--- src/hw/rtl/scfb_pkg.sv ---
// ----------------------------------------------------------------------------
// scfb_pkg
// Frame constants, command codes and shared types of the command frame builder.
// ----------------------------------------------------------------------------
package scfb_pkg;

  localparam logic [7:0] SOF_BYTE = 8'h67;
  localparam logic [7:0] SEP_BYTE = 8'hF0;
  localparam logic [7:0] EOF_BYTE = 8'h99;

  localparam logic [7:0] CMD_INSTALL   = 8'h57;
  localparam logic [7:0] CMD_RESET     = 8'h58;
  localparam logic [7:0] CMD_POWER     = 8'h10;
  localparam logic [7:0] CMD_PORT_OFF  = 8'h59;
  localparam logic [7:0] CMD_POWER_ON  = 8'h5A;
  localparam logic [7:0] CMD_FILE_REQ  = 8'h11;
  localparam logic [7:0] CMD_FILE_XFER = 8'h12;
  localparam logic [7:0] CMD_FILE_CALL = 8'h13;
  localparam logic [7:0] CMD_AREA_SEL  = 8'h14;

  // Index of the last header byte before the payload.
  localparam logic [3:0] HDR_LAST_IDX = 4'd4;
  localparam logic [3:0] PAYLOAD_IDX  = 4'd5;

  // One request as held while its bytes go out.
  typedef struct packed {
    logic        is_data;   // transfer data byte instead of a command
    logic        tail;      // request ends with checksum and trailer
    logic [3:0]  last_idx;  // index of the last byte this request emits
    logic [2:0]  plen;      // payload bytes emitted by a command request
    logic [7:0]  len_byte;
    logic [7:0]  cmd;
    logic [7:0]  dest;
    logic [7:0]  port;
    logic [15:0] on_time;
    logic [7:0]  op;
    logic [7:0]  area;
    logic [7:0]  id;
    logic [31:0] size;
    logic [7:0]  flag;
    logic [7:0]  chunk;
    logic [7:0]  data;
  } item_t;

  // Byte chosen for the current index and how it is handled.
  typedef struct packed {
    logic [7:0] data;
    logic       summed;     // add into the checksum
    logic       clear_sum;  // start of frame, restart the checksum
    logic       last;       // last byte of the request
    logic       frame_end;  // trailer byte
  } sel_t;

endpackage

--- src/hw/rtl/scfb_byte_sel.sv ---
// ----------------------------------------------------------------------------
// scfb_byte_sel
// Picks the frame byte for the held request at the given byte index.
// ----------------------------------------------------------------------------
module scfb_byte_sel
  import scfb_pkg::*;
(
  input  item_t      item,
  input  logic [3:0] idx,
  input  logic [7:0] sum,
  output sel_t       sel
);

  logic [3:0] rel;
  logic [7:0] pbyte;

  assign rel = idx - PAYLOAD_IDX;

  // Payload byte by position, per command layout.
  always_comb begin
    pbyte = 8'h00;
    case (item.cmd)
      CMD_INSTALL, CMD_RESET, CMD_POWER, CMD_PORT_OFF: pbyte = item.port;
      CMD_POWER_ON: begin
        case (rel[1:0])
          2'd0:    pbyte = item.port;
          2'd1:    pbyte = item.on_time[15:8];
          default: pbyte = item.on_time[7:0];
        endcase
      end
      CMD_FILE_REQ: begin
        case (rel[2:0])
          3'd0:    pbyte = item.op;
          3'd1:    pbyte = item.area;
          3'd2:    pbyte = item.id;
          3'd3:    pbyte = item.size[31:24];
          3'd4:    pbyte = item.size[23:16];
          3'd5:    pbyte = item.size[15:8];
          default: pbyte = item.size[7:0];
        endcase
      end
      CMD_FILE_XFER: pbyte = rel[0] ? item.chunk : item.flag;
      CMD_FILE_CALL: begin
        case (rel[1:0])
          2'd0:    pbyte = item.port;
          2'd1:    pbyte = item.area;
          default: pbyte = item.id;
        endcase
      end
      CMD_AREA_SEL: pbyte = item.area;
      default:      pbyte = 8'h00;
    endcase
  end

  always_comb begin
    sel.data      = 8'h00;
    sel.summed    = 1'b0;
    sel.clear_sum = 1'b0;
    sel.frame_end = 1'b0;
    sel.last      = (idx == item.last_idx);
    if (item.is_data) begin
      case (idx)
        4'd0: begin
          sel.data   = item.data;
          sel.summed = 1'b1;
        end
        4'd1:    sel.data = sum;
        default: begin
          sel.data      = EOF_BYTE;
          sel.frame_end = 1'b1;
        end
      endcase
    end else begin
      case (idx)
        4'd0: begin
          sel.data      = SOF_BYTE;
          sel.clear_sum = 1'b1;
        end
        4'd1: begin
          sel.data   = item.len_byte;
          sel.summed = 1'b1;
        end
        4'd2: begin
          sel.data   = item.dest;
          sel.summed = 1'b1;
        end
        4'd3: begin
          sel.data   = SEP_BYTE;
          sel.summed = 1'b1;
        end
        HDR_LAST_IDX: begin
          sel.data   = item.cmd;
          sel.summed = 1'b1;
        end
        default: begin
          if (rel < {1'b0, item.plen}) begin
            sel.data   = pbyte;
            sel.summed = 1'b1;
          end else if (rel == {1'b0, item.plen}) begin
            sel.data = sum;
          end else begin
            sel.data      = EOF_BYTE;
            sel.frame_end = 1'b1;
          end
        end
      endcase
    end
  end

endmodule

--- src/hw/rtl/serial_command_frame_builder.sv ---
// ----------------------------------------------------------------------------
// serial_command_frame_builder
// Serializes command requests into checksummed byte frames.
// ----------------------------------------------------------------------------
// Usage:
//   Slave side (s_*) takes one request per handshake: a command with its
//   fields, or, after a file transfer command, one data byte per request.
//   Master side (m_*) delivers the frame one byte per handshake; m_tlast
//   marks the trailer byte 0x99.
//   A command request emits 7 to 14 bytes, one per cycle unless the
//   receiver stalls, so the slave side takes the next request only as the
//   last of them moves out. The output shift through the byte index is the
//   limiting unit. A transfer data byte emits one byte (three for the
//   last one, with checksum and trailer), so data streams at one request
//   per cycle unless the receiver stalls. Reset clears the output register,
//   the pending data count and the checksum; the first request after reset
//   is taken as a command. When the receiver stalls, the output register
//   holds its byte and the byte walk pauses; a new request is taken in the
//   same cycle the last byte of the current one moves into the output
//   register.
// ----------------------------------------------------------------------------
module serial_command_frame_builder
  import scfb_pkg::*;
#(
  parameter int MAX_PAYLOAD = 246
) (
  input  logic         clk,
  input  logic         rst,
  input  logic         s_tvalid,
  output logic         s_tready,
  // destination[7:0], port_index[15:8], on_time[31:16], file_op_kind[39:32],
  // storage_area[47:40], file_id[55:48], byte_count[87:56],
  // final_chunk_flag[95:88], chunk_number[103:96], payload_count[111:104],
  // payload_byte[119:112]
  input  logic [119:0] s_tdata,
  // command_code[7:0]
  input  logic [7:0]   s_tuser,
  output logic         m_tvalid,
  input  logic         m_tready,
  // frame_byte[7:0]
  output logic [7:0]   m_tdata,
  output logic         m_tlast
);

  localparam logic [7:0] MaxCnt = 8'(MAX_PAYLOAD);

  // Held request and byte walk.
  item_t      item;
  item_t      item_next;
  logic       busy;
  logic [3:0] idx;
  logic [7:0] sum;
  logic [7:0] pending;
  logic [7:0] pending_next;

  // Output register.
  logic       out_valid;
  logic [7:0] out_byte;
  logic       out_end;

  sel_t       sel;
  logic       out_free;
  logic       emit;
  logic       accept;
  logic [7:0] cnt;
  logic [7:0] cmd;

  assign out_free = !out_valid || m_tready;
  assign emit     = busy && out_free;
  assign s_tready = !busy || (out_free && sel.last);
  assign accept   = s_tvalid && s_tready;

  assign m_tvalid = out_valid;
  assign m_tdata  = out_byte;
  assign m_tlast  = out_end;

  assign cmd = s_tuser;
  assign cnt = (s_tdata[111:104] > MaxCnt) ? MaxCnt : s_tdata[111:104];

  // Decode the incoming request into the held form.
  always_comb begin
    item_next          = '0;
    item_next.cmd      = cmd;
    item_next.dest     = s_tdata[7:0];
    item_next.port     = s_tdata[15:8];
    item_next.on_time  = s_tdata[31:16];
    item_next.op       = s_tdata[39:32];
    item_next.area     = s_tdata[47:40];
    item_next.id       = s_tdata[55:48];
    item_next.size     = s_tdata[87:56];
    item_next.flag     = s_tdata[95:88];
    item_next.chunk    = s_tdata[103:96];
    item_next.data     = s_tdata[119:112];
    pending_next       = pending;
    if (pending != 8'd0) begin
      // Data byte of a running transfer; the last one closes the frame.
      item_next.is_data  = 1'b1;
      item_next.tail     = (pending == 8'd1);
      item_next.last_idx = item_next.tail ? 4'd2 : 4'd0;
      pending_next       = pending - 8'd1;
    end else begin
      item_next.tail = 1'b1;
      case (cmd)
        CMD_INSTALL, CMD_RESET, CMD_POWER, CMD_PORT_OFF: item_next.plen = 3'd1;
        CMD_POWER_ON:  item_next.plen = 3'd3;
        CMD_FILE_REQ:  item_next.plen = 3'd7;
        CMD_FILE_XFER: begin
          item_next.plen = 3'd2;
          item_next.tail = (cnt == 8'd0);
          pending_next   = cnt;
        end
        CMD_FILE_CALL: item_next.plen = 3'd3;
        CMD_AREA_SEL:  item_next.plen = 3'd1;
        default:       item_next.plen = 3'd0;
      endcase
      item_next.len_byte = 8'd7 + {5'd0, item_next.plen} +
                           ((cmd == CMD_FILE_XFER) ? cnt : 8'd0);
      item_next.last_idx = HDR_LAST_IDX + {1'b0, item_next.plen} +
                           (item_next.tail ? 4'd2 : 4'd0);
    end
  end

  scfb_byte_sel u_sel (
    .item (item),
    .idx  (idx),
    .sum  (sum),
    .sel  (sel)
  );

  // Payload of the held request: load on accept only.
  always_ff @(posedge clk) begin
    if (accept) begin
      item <= item_next;
    end
  end

  // Byte walk, checksum and pending data count.
  always_ff @(posedge clk) begin
    if (rst) begin
      busy    <= 1'b0;
      idx     <= 4'd0;
      sum     <= 8'd0;
      pending <= 8'd0;
    end else begin
      if (accept) begin
        busy    <= 1'b1;
        idx     <= 4'd0;
        pending <= pending_next;
      end else if (emit) begin
        idx <= idx + 4'd1;
        if (sel.last) begin
          busy <= 1'b0;
        end
      end
      if (emit) begin
        if (sel.clear_sum) begin
          sum <= 8'd0;
        end else if (sel.summed) begin
          sum <= sum + sel.data;
        end
      end
    end
  end

  // Output register: load on a free slot, drop the byte once taken.
  always_ff @(posedge clk) begin
    if (rst) begin
      out_valid <= 1'b0;
    end else if (out_free) begin
      out_valid <= emit;
    end
  end

  always_ff @(posedge clk) begin
    if (emit) begin
      out_byte <= sel.data;
      out_end  <= sel.frame_end;
    end
  end

endmodule

--- config.mk ---
export PLATFORM = sky130hd
export DESIGN_NAME = serial_command_frame_builder
export DESIGN_NICKNAME = d
export VERILOG_FILES = /design/src/hw/rtl/scfb_pkg.sv /design/src/hw/rtl/scfb_byte_sel.sv /design/src/hw/rtl/serial_command_frame_builder.sv
export SDC_FILE = /design/constraint.sdc
export NUM_CORES = 1
export LEC_CHECK = 0
export BUFFER_PORTS_ARGS = -buffer_cell sky130_fd_sc_hd__buf_2
export CORE_UTILIZATION = 56
export CTS_CLUSTER_DIAMETER = 50
export DETAILED_ROUTE_END_ITERATION = 10
export MAX_ROUTING_LAYER = met4
export PLACE_DENSITY = 0.8
export SETUP_SLACK_MARGIN = 0.2
export SYNTH_ARGS = -nofsm -noshare
export SYNTH_HDL_FRONTEND = slang
export SYNTH_SLANG_ARGS = --single-unit
--- constraint.sdc ---
create_clock -name clk -period 8.05 [get_ports clk]
set_input_delay 1.2075 -clock clk [delete_from_list [all_inputs] [get_ports clk]]
set_output_delay 1.2075 -clock clk [all_outputs]
set_load 0.02 [all_outputs]
==> load_flow_metrics.sql, run 1 <==
INSERT INTO impl_metrics (metric_group, metric, value, unit) VALUES
('power', 'peakVddDrop', '0.000200', 'V'),
('synthesis', 'gate_count_post_synth', '707', ''),
('routing', 'drt_iter0_drc', '898', ''),
('synthesis', 'yosys_warnings', '0', ''),
('critical_path', 'required', '8390', 'ps'),
('synthesis', 'synth-async-reset-ratio', '0', '%'),
('synthesis', 'synth_enable_flop_cells', '144', ''),
('timing', 'post_route_setup_slack', '963', 'ps'),
('cts', 'cts_buffer_depth', '2', ''),
('timing', 'tightestPinTransition', '1090', 'ps'),
('synthesis', 'leading_cell_types_by_count_after_synthesis', 'edfxtp_1 (144), nor2_1 (71), nand2_1 (52), a21oi_1 (45), a22oi_1 (33)', ''),
('synthesis', 'synthesis.area', '0.00824', 'mm^2'),
('synthesis', 'synth.ff_latch_count', '166', ''),
('synthesis', 'yosysTopAreaCell', 'edfxtp_1', ''),
('routing', 'detail_route.vias_per_cell', '6.29', ''),
('floorplanning', 'core_area', '0.0141', 'mm^2'),
('timing', 'finalSetupViolCount', '0', ''),
('timing', 'hold_slack', '489', 'ps'),
('synthesis', 'yosys-top-cells-area', 'edfxtp_1 (52%), dfxtp_1 (5.3%), ha_1 (4.3%)', ''),
('synthesis', 'yosysSeqAreaShare', '57.8', '%'),
('timing', 'timing.final.hold_violations', '0', ''),
('critical_path', 'cp_max_fo', '26', ''),
('routing', 'drt_pass_1_iters', '7', ''),
('timing', 'rsz0062_at_grt', 'no', ''),
('place', 'pre_cts_slack', '1150', 'ps'),
('cts', 'cts.clk_slew.worst_paths', '60', 'ps'),
('cts', 'cts_resized', '0', ''),
('flow_run', 'maxCapViolCount', '0', ''),
('floorplanning', 'num_rows', '43', ''),
('timing', 'clock_skew', '10.6', 'ps'),
('routing', 'wl_per_cell', '20.5', 'um'),
('critical_path', 'element_type_at_the_critical_path_end', 'register', ''),
('floorplanning', 'fp.dieH', '123', 'um'),
('timing', 'fin_crit', '7090', 'ps'),
('place', 'place_hpwl', '14900', 'um'),
('finish', 'drive_gt1_share', '23.1', '%'),
('finish', 'syn_to_final_growth', '16.9', '%'),
('synthesis', 'postSynth.topFlopCell', 'edfxtp_1', ''),
('global_routing', 'number_of_global_route_vias_before_repair', '6176', ''),
('timing', 'worst_case_headroom_to_the_max_slew_limit', '27.1', '%'),
('routing', 'postRouteAntennaNets', '0', ''),
('finish', 'layout.nets', '999', ''),
('floorplanning', 'io-pin-count', '143', ''),
('cts', 'post_cts.repair.setup_buffers', '0', ''),
('finish', 'antenna-diode-count', '0', ''),
('power', 'pwr_dens', '259', 'mW/mm^2'),
('cts', 'clock_insertion_delay_worst_skew', '430', 'ps'),
('power', 'leakagePower', '3.68', 'nW'),
('routing', 'drc', '0', ''),
('floorplanning', 'fp.dieW', '123', 'um'),
('synthesis', 'syn_area_per_cell', '11.7', 'um^2'),
('floorplanning', 'start_util', '58.5', '%'),
('worst_hold_path', 'hold_path_class', 'register to register', ''),
('cts', 'ctsHtreeMaxLevel', '4', ''),
('synthesis', 'mappedNetlistNets', '869', ''),
('floorplanning', 'die_area', '0.0152', 'mm^2'),
('timing', 'slew_violations', '0', ''),
('finish', 'final_core_utilization', '68.3', '%'),
('place', 'finalWeightedCongestion', '0.912', ''),
('outcome', 'outcome', 'finished clean', ''),
('timing', 'maxClockFrequency', '0.141', 'GHz'),
('place', 'port-buffer-count', '142', ''),
('critical_path', 'worst-endpoint-arrival', '7430', 'ps'),
('timing', 'setup-tns-final', '0', 'ps'),
('critical_path', 'setup.worst_path.start_class', 'register', ''),
('global_routing', 'antenna_found_initial', '0', ''),
('routing', 'num_vias', '6481', ''),
('global_routing', 'grt_max_degree', '72', ''),
('synthesis', 'synth.most_common_cell', 'edfxtp_1', ''),
('cts', 'cts_buffers', '17', ''),
('routing', 'finalWirelength', '21100', 'um'),
('cts', 'cts.sinks', '166', ''),
('global_routing', 'wire_length_of_the_first_global_routing_pass', '32300', 'um'),
('cts', 'holdBufCountCts', '0', ''),
('critical_path', 'worstSetupPathType', 'register to register', ''),
('global_routing', 'overflow', '0', ''),
('synthesis', 'post_synth_num_cell_types', '70', ''),
('cts', 'cts_root_buffer', 'clkbuf_16', ''),
('cts', 'tritoncts', 'yes', ''),
('synthesis', 'yosys.area.top_type_share', '52.5', '%'),
('timing', 'final.period_utilization', '88.0', '%'),
('global_routing', 'grtUsageTotal', '29.8', '%');
metrics by stage:
stage	instance area (um^2)	total power, W	instances
3_5_place_dp	9080	0.00174	998
3_3_place_gp	9080	0.00172	998
6_report	9630	0.00250	1030
2_1_floorplan	8240	0.00157	707
5_1_grt	9630	0.00261	1030
4_1_cts	9630	0.00250	1030
report_power, final:
group | switching [W] | internal [W]
combinational | 0.000361 | 0.000223
sequential | 0.0000833 | 0.00107
clock | 0.000358 | 0.000403
routing by layer:
layer,track usage (%),wire (um),part of all wire [%]
met1,36.9,8420,40
met2,48.0,10400,49
met3,6.73,1740,8.2
met4,10.7,564,2.7
met5,-,0,0
registers in the layout, indices dropped and copies added, names as in the netlist:
register and flops:
item 135, m_tdata 8, m_tlast 1, sum 8, m_tvalid 1, idx 4, pending 8, busy 1
layout by cell type (no fill, tap or decap), drive strengths merged, types with 7 or more instances in the layout:
cell      n
clkbuf   18
ha       28
nand3    11
nand2    52
buf     148
nor3     16
a21oi    45
a211oi   13
a31oi     8
inv      33
nor2b    11
nor3b     7
a222oi    9
a22o     12
a211o     7
xnor2    11
edfxtp  144
dfxtp    22
nor2     71
o21ai    24
clkinv    8
mux2i     9
a22oi    33
layout make-up:
| cell class | count | area, um^2 |
|---|---|---|
| multi-input combinational | 476 | 3230 |
| clock buffer | 18 | 429 |
| sequential | 166 | 4760 |
| clock inverter | 14 | 119 |
| fill | 1054 | 4460 |
| tap | 180 | 225 |
| inverter | 28 | 105 |
| timing repair buffer | 148 | 756 |
kinds of logic (layout without fill, tap and decap cells):
kind of cell	after synthesis	after routing	synth area share, %
flip-flops	166	166	57.8
AND/OR/NAND/NOR	212	212	12.8
multiplexers	10	10	1.23
XOR/XNOR	17	17	1.90
buffers and inverters	65	208	3.07
adder cells (fa/ha/maj)	30	30	4.74
AO/OA/AOI/OAI	207	207	18.5
worst paths after layout:
path / start / slack (ps) / end / cells after the start
setup / recovery: idx[0] / 960 / sum[7] / 19
hold / removal: pending[3] / 490 / pending[3] / 2
setup reg to reg: idx[0] / 960 / sum[7] / 19
hold reg to reg: pending[3] / 490 / pending[3] / 2
critical path, cell delays in order (launching register included):
cell and delay, ps:
dfxtp_1 830, inv_1 230, ha_1 880, clkinv_1 450, ha_1 410, nor2b_1 140, o21a_1 190, nor3_1 650
nand2_1 350, a21oi_1 250, o21bai_1 130, a32oi_1 240, ha_1 280, a21oi_1 210, o211ai_1 160, o41ai_1 820
nand2_1 180, o31ai_1 230, nor3_1 80, a221oi_2 250
(Power assumes the default switching activity.)
==> inputs of run 2 (changes only) <==
==> constraint.sdc (replaced) <==
create_clock -name clk -period 7.23 [get_ports clk]
set_input_delay 1.0845 -clock clk [delete_from_list [all_inputs] [get_ports clk]]
set_output_delay 1.0845 -clock clk [all_outputs]
set_load 0.02 [all_outputs]
==> run 2 against run 1 <==
Worst setup slack got worse by 49 ps. Critical path type unchanged. Hold slack got worse by 0.97 ps. Combinational power rose by 13%. Via count up 0.93%. Critical path depth stayed put. Die area unchanged. Highest routed layer unchanged. Clock power is 27% higher. Flip-flop and latch count stayed put.
==> load_flow_metrics.sql, run 2 (same netlist as run 1, synthesis figures left out) <==
INSERT INTO impl_metrics (metric_group, metric, value, unit) VALUES
('place', 'finalWeightedCongestion', '0.988', ''),
('cts', 'cts_buffers', '17', ''),
('timing', 'final.period_utilization', '87.4', '%'),
('critical_path', 'cp_max_fo', '22', ''),
('routing', 'routed.top_layer', 'met4', ''),
('global_routing', 'number_of_global_route_vias_before_repair', '6369', ''),
('finish', 'syn_to_final_growth', '18.2', '%'),
('routing', 'route.layer.met1.wl', '8300', 'um'),
('routing', 'wl_per_cell', '20.5', 'um'),
('flow_run', 'maxCapViolCount', '0', ''),
('critical_path', 'r2r.worst_path.cells', '19', ''),
('timing', 'post_route_setup_slack', '914', 'ps'),
('floorplanning', 'start_util', '58.5', '%'),
('global_routing', 'grt_max_degree', '78', ''),
('power', 'pwr_dens', '299', 'mW/mm^2'),
('global_routing', 'antenna_found_initial', '0', ''),
('critical_path', 'reg2reg_slack', '910', 'ps'),
('cts', 'cts.clk_slew.worst_paths', '70', 'ps'),
('floorplanning', 'num_rows', '43', ''),
('timing', 'slew_violations', '0', ''),
('cts', 'holdBufCountCts', '0', ''),
('cts', 'clock_insertion_delay_worst_skew', '440', 'ps'),
('critical_path', 'required', '7580', 'ps'),
('floorplanning', 'fp.dieH', '123', 'um'),
('finish', 'layout.cells.most_common_list', 'edfxtp_1 (144), buf_2 (142), nor2_1 (71), nand2_1 (52), a21oi_1 (45)', ''),
('critical_path', 'element_type_at_the_critical_path_end', 'register', ''),
('routing', 'drt_pass_1_iters', '5', ''),
('floorplanning', 'io-pin-count', '143', ''),
('finish', 'layout.nets', '1001', ''),
('cts', 'post_cts.repair.setup_buffers', '0', ''),
('outcome', 'outcome', 'finished clean', ''),
('place', 'port-buffer-count', '142', ''),
('timing', 'worst_case_headroom_to_the_max_slew_limit', '30.5', '%'),
('critical_path', 'worstSetupPathType', 'register to register', ''),
('timing', 'tightestPinTransition', '1030', 'ps'),
('place', 'pre_cts_slack', '543', 'ps'),
('cts', 'cts_root_buffer', 'clkbuf_16', ''),
('cts', 'cts_buffer_depth', '2', ''),
('worst_hold_path', 'worstHoldPathCells', '2', ''),
('timing', 'maxClockFrequency', '0.158', 'GHz'),
('routing', 'met2WireLength', '10500', 'um'),
('timing', 'clock_skew', '10.0', 'ps'),
('routing', 'drc', '0', ''),
('global_routing', 'wire_length_of_the_first_global_routing_pass', '32600', 'um'),
('routing', 'postRouteAntennaNets', '0', ''),
('global_routing', 'overflow', '0', ''),
('finish', 'regMostFlops', 'item', ''),
('critical_path', 'worst-endpoint-arrival', '6660', 'ps'),
('routing', 'finalWirelength', '21200', 'um'),
('floorplanning', 'core_area', '0.0141', 'mm^2'),
('worst_hold_path', 'hold_path_class', 'register to register', ''),
('timing', 'finalSetupViolCount', '0', ''),
('power', 'peakVddDrop', '0.000218', 'V'),
('finish', 'drive_gt1_share', '23.4', '%'),
('finish', 'largest_register_ffs', '135', ''),
('cts', 'cts.sinks', '166', ''),
('cts', 'ctsHtreeMaxLevel', '4', ''),
('finish', 'antenna-diode-count', '0', ''),
('power', 'leakagePower', '3.73', 'nW'),
('cts', 'tritoncts', 'yes', ''),
('global_routing', 'grtUsageTotal', '30.1', '%'),
('floorplanning', 'fp.dieW', '123', 'um'),
('routing', 'route.met3.wl', '1640', 'um'),
('routing', 'drt_iter0_drc', '807', ''),
('timing', 'rsz0062_at_grt', 'no', ''),
('timing', 'fin_crit', '6320', 'ps'),
('cts', 'cts_resized', '0', ''),
('finish', 'final_common_cell', 'edfxtp_1', ''),
('finish', 'n_fill_cell', '993', ''),
('critical_path', 'setup.worst_path.start_class', 'register', ''),
('timing', 'timing.final.hold_violations', '0', ''),
('routing', 'num_vias', '6541', ''),
('routing', 'detail_route.vias_per_cell', '6.34', ''),
('timing', 'setup-tns-final', '0', 'ps'),
('place', 'place_hpwl', '15000', 'um'),
('floorplanning', 'die_area', '0.0152', 'mm^2');
[run 2: cell count changes in the layout (fill, tap and decap cells not counted), sizes merged]
cell,delta
clkinvlp,+1
inv,-3
bufinv,+4
clkinv,-2
buf,+2
[run 2: final timing paths]
check / from / end
max: idx[0] / sum[7]
min reg2reg: pending[3] / pending[3]
max reg2reg: idx[0] / sum[7]
min: pending[3] / pending[3]
[run 2: power breakdown]
part / total, W / switching [W] / internal (W)
clock: 0.000970 / 0.000389 / 0.000582
combinational: 0.000662 / 0.000413 / 0.000249
sequential: 0.00128 / 0.0000900 / 0.00119
[run 2: layout make-up]
type / count / area (um^2) / share of cell area [%]
flip-flops and latches: 166 / 4770 / 49.0
multi-input cells: 476 / 3240 / 33.3
repair buffers: 150 / 771 / 7.92
clock buffers: 18 / 429 / 4.41
well taps: 180 / 225 / 2.31
clock inverters: 14 / 198 / 2.03
inverters: 28 / 105 / 1.08
[run 2: routing by layer]
metal | up-vias | track usage [%]
met5 | - | -
met4 | 0 | 13.1
met3 | 64 | 6.23
met2 | 338 | 48.6
met1 | 3142 | 36.8
li1 | 2997 | -
[run 2: per-stage QoR]
| step | hold WS [ps] | utilization (%) | cell area [um^2] | cells | total power [W] |
|---|---|---|---|---|---|
| after floorplan | 448 | - | 8240 | 707 | 0.00174 |
| final | 488 | 69.1 | 9740 | 1032 | 0.00291 |
| after CTS | 486 | 69.0 | 9730 | 1032 | 0.00290 |
| after detailed placement | 477 | 64.6 | 9100 | 1000 | 0.00194 |
| after global placement | 469 | 64.6 | 9100 | 1000 | 0.00191 |
| after global routing | 496 | 69.1 | 9740 | 1032 | 0.00303 |
[run 2: worst max-delay path, cell delays in order, from the launching register on]
cell and delay [ps]:
dfxtp_2 600, inv_1 180, ha_1 390, xor2_2 650, inv_2 310, ha_1 390, o21a_1 140, nor3_1 650
nand2_1 360, a21oi_1 250, o21bai_1 130, a32oi_1 260, ha_1 290, a21oi_1 200, o211ai_1 170, o41ai_2 530
nand2_1 150, nor3b_1 220, nor3_1 90, a221oi_2 260
